--- src/design/vn_pkg.sv ---
// Shared widths and types of the vector normalization pipeline.
package vn_pkg;
   localparam int CW     = 32;          // component width
   localparam int FB     = 30;          // fraction bits of a unit component
   localparam int SQW    = 2 * CW;      // square and sum of squares width
   localparam int QW     = FB + 1;      // unsigned quotient width
   localparam int UW     = FB + 2;      // signed unit component width
   localparam int LANES  = 3;

   typedef struct packed {
      logic [LANES-1:0][CW-1:0] mag;
      logic [LANES-1:0]         neg;
   } side_type;
endpackage

--- src/design/vn_div.sv ---
// One lane's pipelined restoring divider of (a << FB) by d, one quotient bit per stage.
module vn_div import vn_pkg::*; (
   input  logic          clock,
   input  logic          en,
   input  logic [CW-1:0] dividend,
   input  logic [CW-1:0] divisor,
   input  logic          in_neg,
   output logic [QW-1:0] quotient,
   output logic [CW-1:0] divisor_out,
   output logic          out_neg
);
   logic [CW-1:0] rem_c [0:QW];
   logic [QW-1:0] quo_c [0:QW];
   logic [CW-1:0] d_c   [0:QW];
   logic          neg_c [0:QW];

   logic [CW-1:0] rem_ff [1:QW];
   logic [QW-1:0] quo_ff [1:QW];
   logic [CW-1:0] d_ff   [1:QW];
   logic          neg_ff [1:QW];

   logic [CW-1:0] rem_in [0:QW-1];
   logic          bit_in [0:QW-1];

   always_comb begin
      // The dividend never reaches twice the divisor, so its top part starts below it.
      rem_c[0] = dividend >> 1;
      quo_c[0] = '0;
      d_c[0]   = divisor;
      neg_c[0] = in_neg;
      for (int i = 1; i <= QW; i++) begin
         rem_c[i] = rem_ff[i];
         quo_c[i] = quo_ff[i];
         d_c[i]   = d_ff[i];
         neg_c[i] = neg_ff[i];
      end
   end

   always_comb begin
      logic [CW:0] t;
      for (int i = 0; i < QW; i++) begin
         t = {rem_c[i], (i == 0) ? dividend[0] : 1'b0};
         if (t >= {1'b0, d_c[i]}) begin
            rem_in[i] = CW'(t - {1'b0, d_c[i]});
            bit_in[i] = 1'b1;
         end else begin
            rem_in[i] = t[CW-1:0];
            bit_in[i] = 1'b0;
         end
      end
   end

   always_ff @(posedge clock) begin
      for (int i = 0; i < QW; i++) begin
         if (en) begin
            rem_ff[i+1] <= rem_in[i];
            quo_ff[i+1] <= {quo_c[i][QW-2:0], bit_in[i]};
            d_ff[i+1]   <= d_c[i];
            neg_ff[i+1] <= neg_c[i];
         end
      end
   end

   assign quotient    = quo_ff[QW];
   assign divisor_out = d_ff[QW];
   assign out_neg     = neg_ff[QW];
endmodule

--- config.mk ---
export PLATFORM = sky130hd
export DESIGN_NAME = vn_div
export DESIGN_NICKNAME = d
export VERILOG_FILES = /design/src/design/vn_pkg.sv /design/src/design/vn_div.sv
export SDC_FILE = /design/constraint.sdc
export NUM_CORES = 2
export LEC_CHECK = 0
export BUFFER_PORTS_ARGS = -buffer_cell sky130_fd_sc_hd__buf_2
export CAP_MARGIN = 20
export CORE_MARGIN = 2
export CORE_UTILIZATION = 39
export CTS_CLUSTER_SIZE = 28
export DETAILED_ROUTE_END_ITERATION = 8
export MAX_ROUTING_LAYER = met4
export PLACE_DENSITY = 0.63
export SKIP_CTS_REPAIR_TIMING = 1
export SLEW_MARGIN = 40
export SYNTH_ARGS = -nofsm -noshare
export SYNTH_HDL_FRONTEND = slang
export SYNTH_SLANG_ARGS = --single-unit
export TNS_END_PERCENT = 20
--- constraint.sdc ---
create_clock -name clock -period 7.5 [get_ports clock]
set_input_delay 0.75 -clock clock [delete_from_list [all_inputs] [get_ports clock]]
set_output_delay 0.75 -clock clock [all_outputs]
set_load 0.02 [all_outputs]
==> run_results.csv <==
group,metric,value,unit
grt,grt_pass1_wl,494000,um
layout,drive_gt1_frac,0.0886,
timing,worst_slack,2880,ps
worst_setup_path,end_kind,"register",
outcome,status,"finished with violations",
worst_setup_path,setup.worst_path.start_class,"register",
synth,postSynth.asyncResetShare,0,
worst_setup_path,crit_arrival,5220,ps
power_and_ir_drop,vdd_drop_max,0.000332,V
timing,finalCriticalPeriod,4620,ps
power_and_ir_drop,totalPowerFinal,68.0,mW
timing,slew_headroom,0.433,
layout,synthToLayoutAreaGrowth,11.4,%
placed_design,hpwl,239000,um
power_and_ir_drop,p_per_area,441,nW/um^2
cts,cts_buffers,291,
synth,netlist_area,138000,sq um
timing,setup_tns,0,ps
hold_path,min_path_type,"in -> reg",
timing,rsz0062_at_grt,"no",
synth,synth_most_common_cell,"edfxtp_1",
outcome,violations,"design-rule violations",
timing,hold_viol,0,
layout,final_core_util,0.437,
die,die_x,600,um
cts,clk_pin_slew,60,ps
timing,worst_clock_skew,67.7,ps
cts,clock_latency,910,ps
grt,grt_usage,0.178,
die,initial_utilization,0.392,
cts,clock_path_buffers,4,
worst_setup_path,critPathKind,"reg -> reg",
detailed_routing,remaining_drc_errors,1,
cts,root_buffer,"clkbuf_16",
grt,grt_max_degree,157,
synth,synth_flop_cell,"edfxtp_1",
detailed_routing,vias_per_cell,5.29,
synth,synth_edf_count,2479,
die,rows,218,
detailed_routing,postRouteAntennaNets,0,
worst_setup_path,cp_max_fo,32,
timing,worstMarginPinSlew,829,ps
synth,synthesis.instances,12200,
synth,syn_area_per_cell,11.3,sq um
synth,synth_top_area_share,0.538,
synth,yosys-top-cells-area,"edfxtp_1, ha_1, inv_1, a21oi_1, mux2_2",
power_and_ir_drop,p_leak,62.2,nW
synth,ys_ff_latch,2479,
timing,slew_viol_final,0,
layout,fin_nets,13500,
grt,grt_pass1_vias,87700,
synth,ys_seq_area_frac,0.538,
grt,overflow,0,
worst_setup_path,cp.required,8110,ps
die,die_y,600,um
timing,fmax,0.217,GHz
placed_design,post-place-ws,3030,ps
run,cap_violations,0,
placed_design,gp_congestion,0.933,
timing,timing.final.crit_share,0.615,
die,design.core.area,353000,sq um
die,ios,131,
synth,yosysTopAreaCell,"edfxtp_1",
detailed_routing,routedWlPerCell,18.4,um
detailed_routing,finalWirelength,319000,um
synth,yosysWarnings,0,
synth,yosys-top-cells-count,"edfxtp_1, inv_1, ha_1",
die,die_area,360000,sq um
timing,worst_hold_slack,53.2,ps
cts,htreeDepth,5,
cts,cts_tree,"built",
grt,antenna_found_initial,10,
detailed_routing,firstDrtPassIters,9,
detailed_routing,num_vias,91800,
timing,setup_viol,0,
placed_design,io_buffers,130,
synth,synth_nets,13300,
detailed_routing,detail_route.iter0.violations,7010,
cts,cts_sinks,2479,
synth,synth.distinct_cells,106,
==> layer usage <==
layer  vias to the layer above  wire [um]  global-route usage
li1                      45300          -                   -
met1                     44000     140000               0.226
met2                      1948     155000               0.298
met3                       554      14700              0.0212
met4                         0       9640              0.0527
met5                         -          0                   -
==> final timing paths <==
path,start,end,slack (ps),depth (start not counted)
worst max register to register,d_ff[0][769]$_DFFE_PP_,rem_ff[0][821]$_DFFE_PP_,2880,12
worst min-delay path,divisor[8],d_ff[0][40]$_DFFE_PP_,50,1
worst max-delay path,d_ff[0][769]$_DFFE_PP_,rem_ff[0][821]$_DFFE_PP_,2880,12
worst min register to register,neg_ff[0][23]$_DFFE_PP_,neg_ff[0][24]$_DFFE_PP_,390,0
==> flip-flops by register name (all words and copies together), names as in the netlist <==
| signal | cells |
|---|---|
| d_ff | 992 |
| rem_ff | 960 |
| neg_ff | 31 |
| quo_ff | 496 |
==> area by class of cell <==
cell class              instances  area (sq um)
fillers                     32900        199000
flip-flops and latches       2479         74400
multi-input cells            8163         58100
clock buffers                 342          7600
well taps                    4730          5920
inverters                    1265          4750
clock inverters               174          1780
repair buffers                201          1550
diodes                          4          10.0
==> worst max-delay path, cell delays in order, from the launching register on <==
cell and delay, ps:
edfxtp_1 440, inv_1 90, ha_1 240, nor2b_1 140, o21ai_1 160, a21boi_0 140, or4b_1 520, a311oi_2 440
o41ai_1 250, a211oi_1 530, inv_1 450, buf_4 380, a21oi_1 540
==> placed cells by master, fill, tap and decap left out, types with 27 or more instances in the layout <==
cell       count
clkbuf_1      45
nand3_1      197
nor2b_1      132
mux2_2       381
buf_2        130
and2_1        68
clkinv_2      52
clkbuf_16    297
and3_1        95
o21a_1       149
clkinv_1      45
fa_1          30
nand2b_1     121
or3_1         46
edfxtp_1    2479
nor3_1       144
xnor2_1      466
ha_1         991
a211oi_1      71
nand2_1      874
a21o_1       512
nor4_1        33
o31ai_1       70
o21ai_0      769
mux2i_1       33
a31o_2        27
a211o_1       35
a21oi_1      942
nor2_1       697
bufinv_16     27
a31oi_1      105
inv_1       1264
o31a_1        35
o211ai_1      56
and4_1        28
o21bai_1     123
a21boi_0      27
buf_4         41
nand4_1      152
xor2_1       311
==> kinds of logic after synthesis <==
group / after synthesis / synth area share
multiplexers: 422 / 0.0341
AND/OR/NAND/NOR: 2681 / 0.0911
adder cells (fa/ha/maj): 1021 / 0.0940
flip-flops: 2479 / 0.538
buffers and inverters: 1570 / 0.0436
XOR/XNOR: 777 / 0.0492
AO/OA/AOI/OAI: 3262 / 0.150
==> stage by stage <==
step | instance area (sq um) | cells
2_1_floorplan | 138000 | 12200
3_3_place_gp | 144000 | 16800
3_5_place_dp | 145000 | 16800
4_1_cts | 154000 | 17400
5_1_grt | 154000 | 17400
6_report | 154000 | 17400
==> power by group <==
part	total (mW)	leakage (nW)	internal (mW)	switching [mW]
Clock	14.0	4.55	8.22	5.80
Combinational	31.0	33.4	13.4	17.5
Sequential	23.0	24.2	20.6	2.41
Total	68.0	62.2	42.3	25.7
Note: power is estimated with default switching activity, not from simulation.
