$ cat config.mk
export PLATFORM = sky130hd
export DESIGN_NAME = vn_square
export DESIGN_NICKNAME = d
export VERILOG_FILES = /design/src/design/vn_pkg.sv /design/src/design/vn_square.sv
export SDC_FILE = /design/constraint.sdc
export NUM_CORES = 2
export LEC_CHECK = 0
export ABC_AREA = 1
export ABC_CLOCK_PERIOD_IN_PS = 23700
export BUFFER_PORTS_ARGS = -buffer_cell sky130_fd_sc_hd__buf_2
export CORE_MARGIN = 5
export CORE_UTILIZATION = 55
export CTS_CLUSTER_SIZE = 25
export DETAILED_ROUTE_END_ITERATION = 8
export GPL_ROUTABILITY_DRIVEN = 0
export PLACE_DENSITY = 0.72
export SETUP_SLACK_MARGIN = 0.2
export SYNTH_ARGS = -nofsm -noshare
export SYNTH_HDL_FRONTEND = slang
export SYNTH_SLANG_ARGS = --single-unit
$ cat constraint.sdc
create_clock -name clock -period 23.7 [get_ports clock]
set_input_delay 2.37 -clock clock [delete_from_list [all_inputs] [get_ports clock]]
set_output_delay 2.37 -clock clock [all_outputs]
set_load 0.02 [all_outputs]
$ cat src/design/vn_pkg.sv
// Shared widths and types of the vector normalization pipeline.
package vn_pkg;
   localparam int CW     = 32;          // component width
   localparam int FB     = 30;          // fraction bits of a unit component
   localparam int SQW    = 2 * CW;      // square and sum of squares width
   localparam int QW     = FB + 1;      // unsigned quotient width
   localparam int UW     = FB + 2;      // signed unit component width
   localparam int LANES  = 3;

   typedef struct packed {
      logic [LANES-1:0][CW-1:0] mag;
      logic [LANES-1:0]         neg;
   } side_type;
endpackage

$ cat src/design/vn_square.sv
// One lane's sign split and squaring stage.
module vn_square import vn_pkg::*; (
   input  logic                 clock,
   input  logic                 en,
   input  logic signed [CW-1:0] comp,
   output logic        [CW-1:0] mag,
   output logic                 neg,
   output logic       [SQW-1:0] sq
);
   logic [CW-1:0] mag_in;

   // The most negative value maps to 2^(CW-1), which still fits unsigned.
   assign mag_in = comp[CW-1] ? (CW'(0) - CW'(comp)) : CW'(comp);

   always_ff @(posedge clock) begin
      if (en) begin
         mag <= mag_in;
         neg <= comp[CW-1];
         sq  <= SQW'(mag_in) * SQW'(mag_in);
      end
   end
endmodule

==> impl_metrics.xml <==
<?xml version="1.0" encoding="UTF-8"?>
<metrics>
  <group name="placed_design">
    <metric name="dp_slack" unit="ps">12040</metric>
    <metric name="numPortBuffers" unit="">129</metric>
    <metric name="hpwl" unit="um">85900</metric>
  </group>
  <group name="job">
    <metric name="max_cap_viol_count" unit="">0</metric>
  </group>
  <group name="clocking">
    <metric name="clock-sinks" unit="">95</metric>
    <metric name="clk_path_buf_depth" unit="">2</metric>
    <metric name="root_buffer" unit="">sky130_fd_sc_hd__clkbuf_16</metric>
    <metric name="cts-buffers-inserted" unit="">9</metric>
    <metric name="cts.hold.buffers_added" unit="">0</metric>
    <metric name="cts_tree" unit="">done</metric>
    <metric name="postCtsSetupRepairBufs" unit="">0</metric>
    <metric name="cts_resized" unit="">0</metric>
    <metric name="clock_tree.htree_level_count" unit="">3</metric>
    <metric name="clkTransAtPathRegs" unit="ps">90</metric>
  </group>
  <group name="grt">
    <metric name="grt_pass1_vias" unit="">28600</metric>
    <metric name="grt_antenna_before_repair" unit="">6</metric>
    <metric name="global_route_wire_length_before_repair" unit="um">165000</metric>
    <metric name="overall_track_demand_over_capacity_in_global_routing" unit="%">31.1</metric>
    <metric name="grt-ovfl-total" unit="">0</metric>
    <metric name="grt_start_max_net_pins" unit="">57</metric>
  </group>
  <group name="synthesis">
    <metric name="synthDominantCellAreaShare" unit="%">45.4</metric>
    <metric name="synthDominantAreaCellType" unit="">sky130_fd_sc_hd__fa_1</metric>
    <metric name="top_cells_by_area_in_the_synthesized_netlist" unit="">sky130_fd_sc_hd__fa_1, sky130_fd_sc_hd__inv_1, sky130_fd_sc_hd__ha_1, sky130_fd_sc_hd__nand2_1, sky130_fd_sc_hd__edfxtp_1</metric>
    <metric name="post_synth_instance_area" unit="mm2">0.0350</metric>
    <metric name="yosys_warnings" unit="">0</metric>
    <metric name="syn_avg_cell_area" unit="um2">8.31</metric>
    <metric name="postSynth.asyncResetShare" unit="%">0</metric>
    <metric name="synth_most_common_cell" unit="">sky130_fd_sc_hd__inv_1</metric>
    <metric name="synth_seq_area_share" unit="%">8.14</metric>
    <metric name="synth-seq-cells" unit="">95</metric>
    <metric name="synth.lib_cells_used.distinct" unit="">47</metric>
    <metric name="dominantRegCellSynth" unit="">sky130_fd_sc_hd__edfxtp_1</metric>
    <metric name="synth-edff-count" unit="">95</metric>
    <metric name="synth.cells.most_frequent" unit="">sky130_fd_sc_hd__inv_1, sky130_fd_sc_hd__nand2_1, sky130_fd_sc_hd__fa_1, sky130_fd_sc_hd__nor2_1, sky130_fd_sc_hd__ha_1</metric>
    <metric name="gate_count_after_technology_mapping" unit="">4217</metric>
  </group>
  <group name="setup_path">
    <metric name="path_class" unit="">in2reg</metric>
    <metric name="cp_top_family" unit="">adder cells</metric>
    <metric name="critical_path.endpoint_type" unit="">flop</metric>
    <metric name="cp_common_cell" unit="">sky130_fd_sc_hd__fa_1</metric>
    <metric name="arrival" unit="ps">11630</metric>
    <metric name="crit_slowest_cell" unit="">sky130_fd_sc_hd__nand2_1</metric>
    <metric name="worst_ep_required_time" unit="ps">23860</metric>
    <metric name="crit_path_start_kind" unit="">input port</metric>
    <metric name="max_stage_delay" unit="ps">680</metric>
    <metric name="cp_num_buf_inv" unit="">7</metric>
    <metric name="largest_fanout_of_any_net_on_the_critical_path" unit="">23</metric>
  </group>
  <group name="floorplanning">
    <metric name="initial_core_util" unit="%">55.5</metric>
    <metric name="io_pins" unit="">131</metric>
    <metric name="core" unit="mm2">0.0631</metric>
    <metric name="chipHeight" unit="um">262</metric>
    <metric name="rows" unit="">92</metric>
    <metric name="design.die.area" unit="mm2">0.0689</metric>
    <metric name="chipWidth" unit="um">262</metric>
  </group>
  <group name="detailed_routing">
    <metric name="route.vias.total" unit="">27200</metric>
    <metric name="route.detailed.drc" unit="">0</metric>
    <metric name="detail_route.first_pass.iterations" unit="">6</metric>
    <metric name="route.antenna.remaining_nets" unit="">0</metric>
    <metric name="detail_route.wl_per_cell" unit="um">20.3</metric>
    <metric name="detail_route.vias_per_cell" unit="">5.25</metric>
    <metric name="initialDrtViolationCount" unit="">2352</metric>
    <metric name="finalWirelength" unit="um">105000</metric>
  </group>
  <group name="worst_hold_path">
    <metric name="hold_path_class" unit="">in2reg</metric>
    <metric name="hold_path_depth" unit="">2</metric>
    <metric name="worstHoldStart" unit="">comp[1]</metric>
    <metric name="hold_end" unit="">sq[2]$_DFFE_PP_</metric>
  </group>
  <group name="timing">
    <metric name="max-slew-margin-rel" unit="%">30.3</metric>
    <metric name="hold_slack" unit="ps">2360</metric>
    <metric name="fmaxAchievable" unit="MHz">87.2</metric>
    <metric name="rsz_0062_raised_after_global_routing" unit="">no</metric>
    <metric name="timing_hold_violations_final" unit="">0</metric>
    <metric name="finalSetupViolCount" unit="">0</metric>
    <metric name="setup_ws" unit="ps">12230</metric>
    <metric name="worst_slew_pin_slew" unit="ps">1040</metric>
    <metric name="period_minus_slack" unit="ps">11470</metric>
    <metric name="setup_tns" unit="ps">0</metric>
    <metric name="final_period_utilization" unit="%">48.4</metric>
    <metric name="timing_max_transition_violations_final" unit="">0</metric>
  </group>
  <group name="status">
    <metric name="result_of_the_run" unit="">completed</metric>
  </group>
  <group name="cells_and_area">
    <metric name="final_layout_size_suffix_gt1_share" unit="%">6.33</metric>
    <metric name="final_nets" unit="">5439</metric>
    <metric name="flow.area_growth_from_synthesis" unit="%">5.06</metric>
  </group>
</metrics>
-- final cells by class --
class	count	area, um2
multi-input combinational	2690	26600
fill	5706	26300
inverter	1366	5130
sequential	95	2850
tap	846	1060
timing repair buffer	165	918
clock buffer	9	225
clock inverter	6	45.0
antenna	4	10.0
-- cell families after synthesis --
logic type,share of synthesized area (%)
multiplexers,0.0286
buffers and inverters,16.3
AND/OR/NAND/NOR,16.5
adder cells (fa/ha/maj),55.5
other,0.0214
flip-flops,8.14
XOR/XNOR,1.47
AO/OA/AOI/OAI,1.96
-- state kept, by name, summed over array words and instances (netlist names) --
signal,cells
mag,32
neg,1
sq,62
-- cells in the final DEF, fill, tap and decap left out, types with 3 or more instances in the layout --
cell                        count
sky130_fd_sc_hd__a31o_2         3
sky130_fd_sc_hd__o21bai_1      11
sky130_fd_sc_hd__inv_2         24
sky130_fd_sc_hd__or2_2          5
sky130_fd_sc_hd__nand2_4       12
sky130_fd_sc_hd__inv_1       1338
sky130_fd_sc_hd__nand3b_1      12
sky130_fd_sc_hd__clkinv_1       3
sky130_fd_sc_hd__nor2_4         7
sky130_fd_sc_hd__a21o_1         3
sky130_fd_sc_hd__edfxtp_1      95
sky130_fd_sc_hd__nand4_1       23
sky130_fd_sc_hd__nor4_1         3
sky130_fd_sc_hd__o21ai_0       34
sky130_fd_sc_hd__and2_1         4
sky130_fd_sc_hd__nand2_2       20
sky130_fd_sc_hd__xor2_1        45
sky130_fd_sc_hd__ha_1         283
sky130_fd_sc_hd__nor3_1        11
sky130_fd_sc_hd__diode_2        4
sky130_fd_sc_hd__nor2_1       308
sky130_fd_sc_hd__nand3_2        3
sky130_fd_sc_hd__fa_1         795
sky130_fd_sc_hd__a21oi_1       63
sky130_fd_sc_hd__nor2_2        12
sky130_fd_sc_hd__clkbuf_16      9
sky130_fd_sc_hd__and3_1         5
sky130_fd_sc_hd__buf_4         37
sky130_fd_sc_hd__conb_1        27
sky130_fd_sc_hd__buf_2        128
sky130_fd_sc_hd__xnor2_1        7
sky130_fd_sc_hd__nand2_1      889
sky130_fd_sc_hd__nand3_1       92
-- per-stage QoR --
step,instance area (um2),utilization (%),instances
6_report,36800,58.4,5181
5_1_grt,36800,58.3,5178
4_1_cts,36800,58.3,5177
3_5_place_dp,36500,57.9,5162
3_3_place_gp,36500,57.9,5162
2_1_floorplan,35100,-,4242
-- per-layer routing --
layer | GRT usage, % | share of wire [%]
met3 | 10.3 | 12
met2 | 49.6 | 46
met4 | 11.5 | 4.9
met1 | 40.0 | 37
met5 | 0 | 0.029
-- how the worst max path moves through the flow --
stage                  from  cells past startpoint          endpoint
CTS                 comp[0]                     32  sq[62]$_DFFE_PP_
finish              comp[0]                     32  sq[62]$_DFFE_PP_
global route        comp[0]                     32  sq[62]$_DFFE_PP_
global placement    comp[0]                     32  sq[62]$_DFFE_PP_
floorplan           comp[0]                     33  sq[48]$_DFFE_PP_
detailed placement  comp[0]                     32  sq[62]$_DFFE_PP_
Power is not shown: default switching activity piles up to over one toggle a cycle in this logic, so the estimate is an artifact.
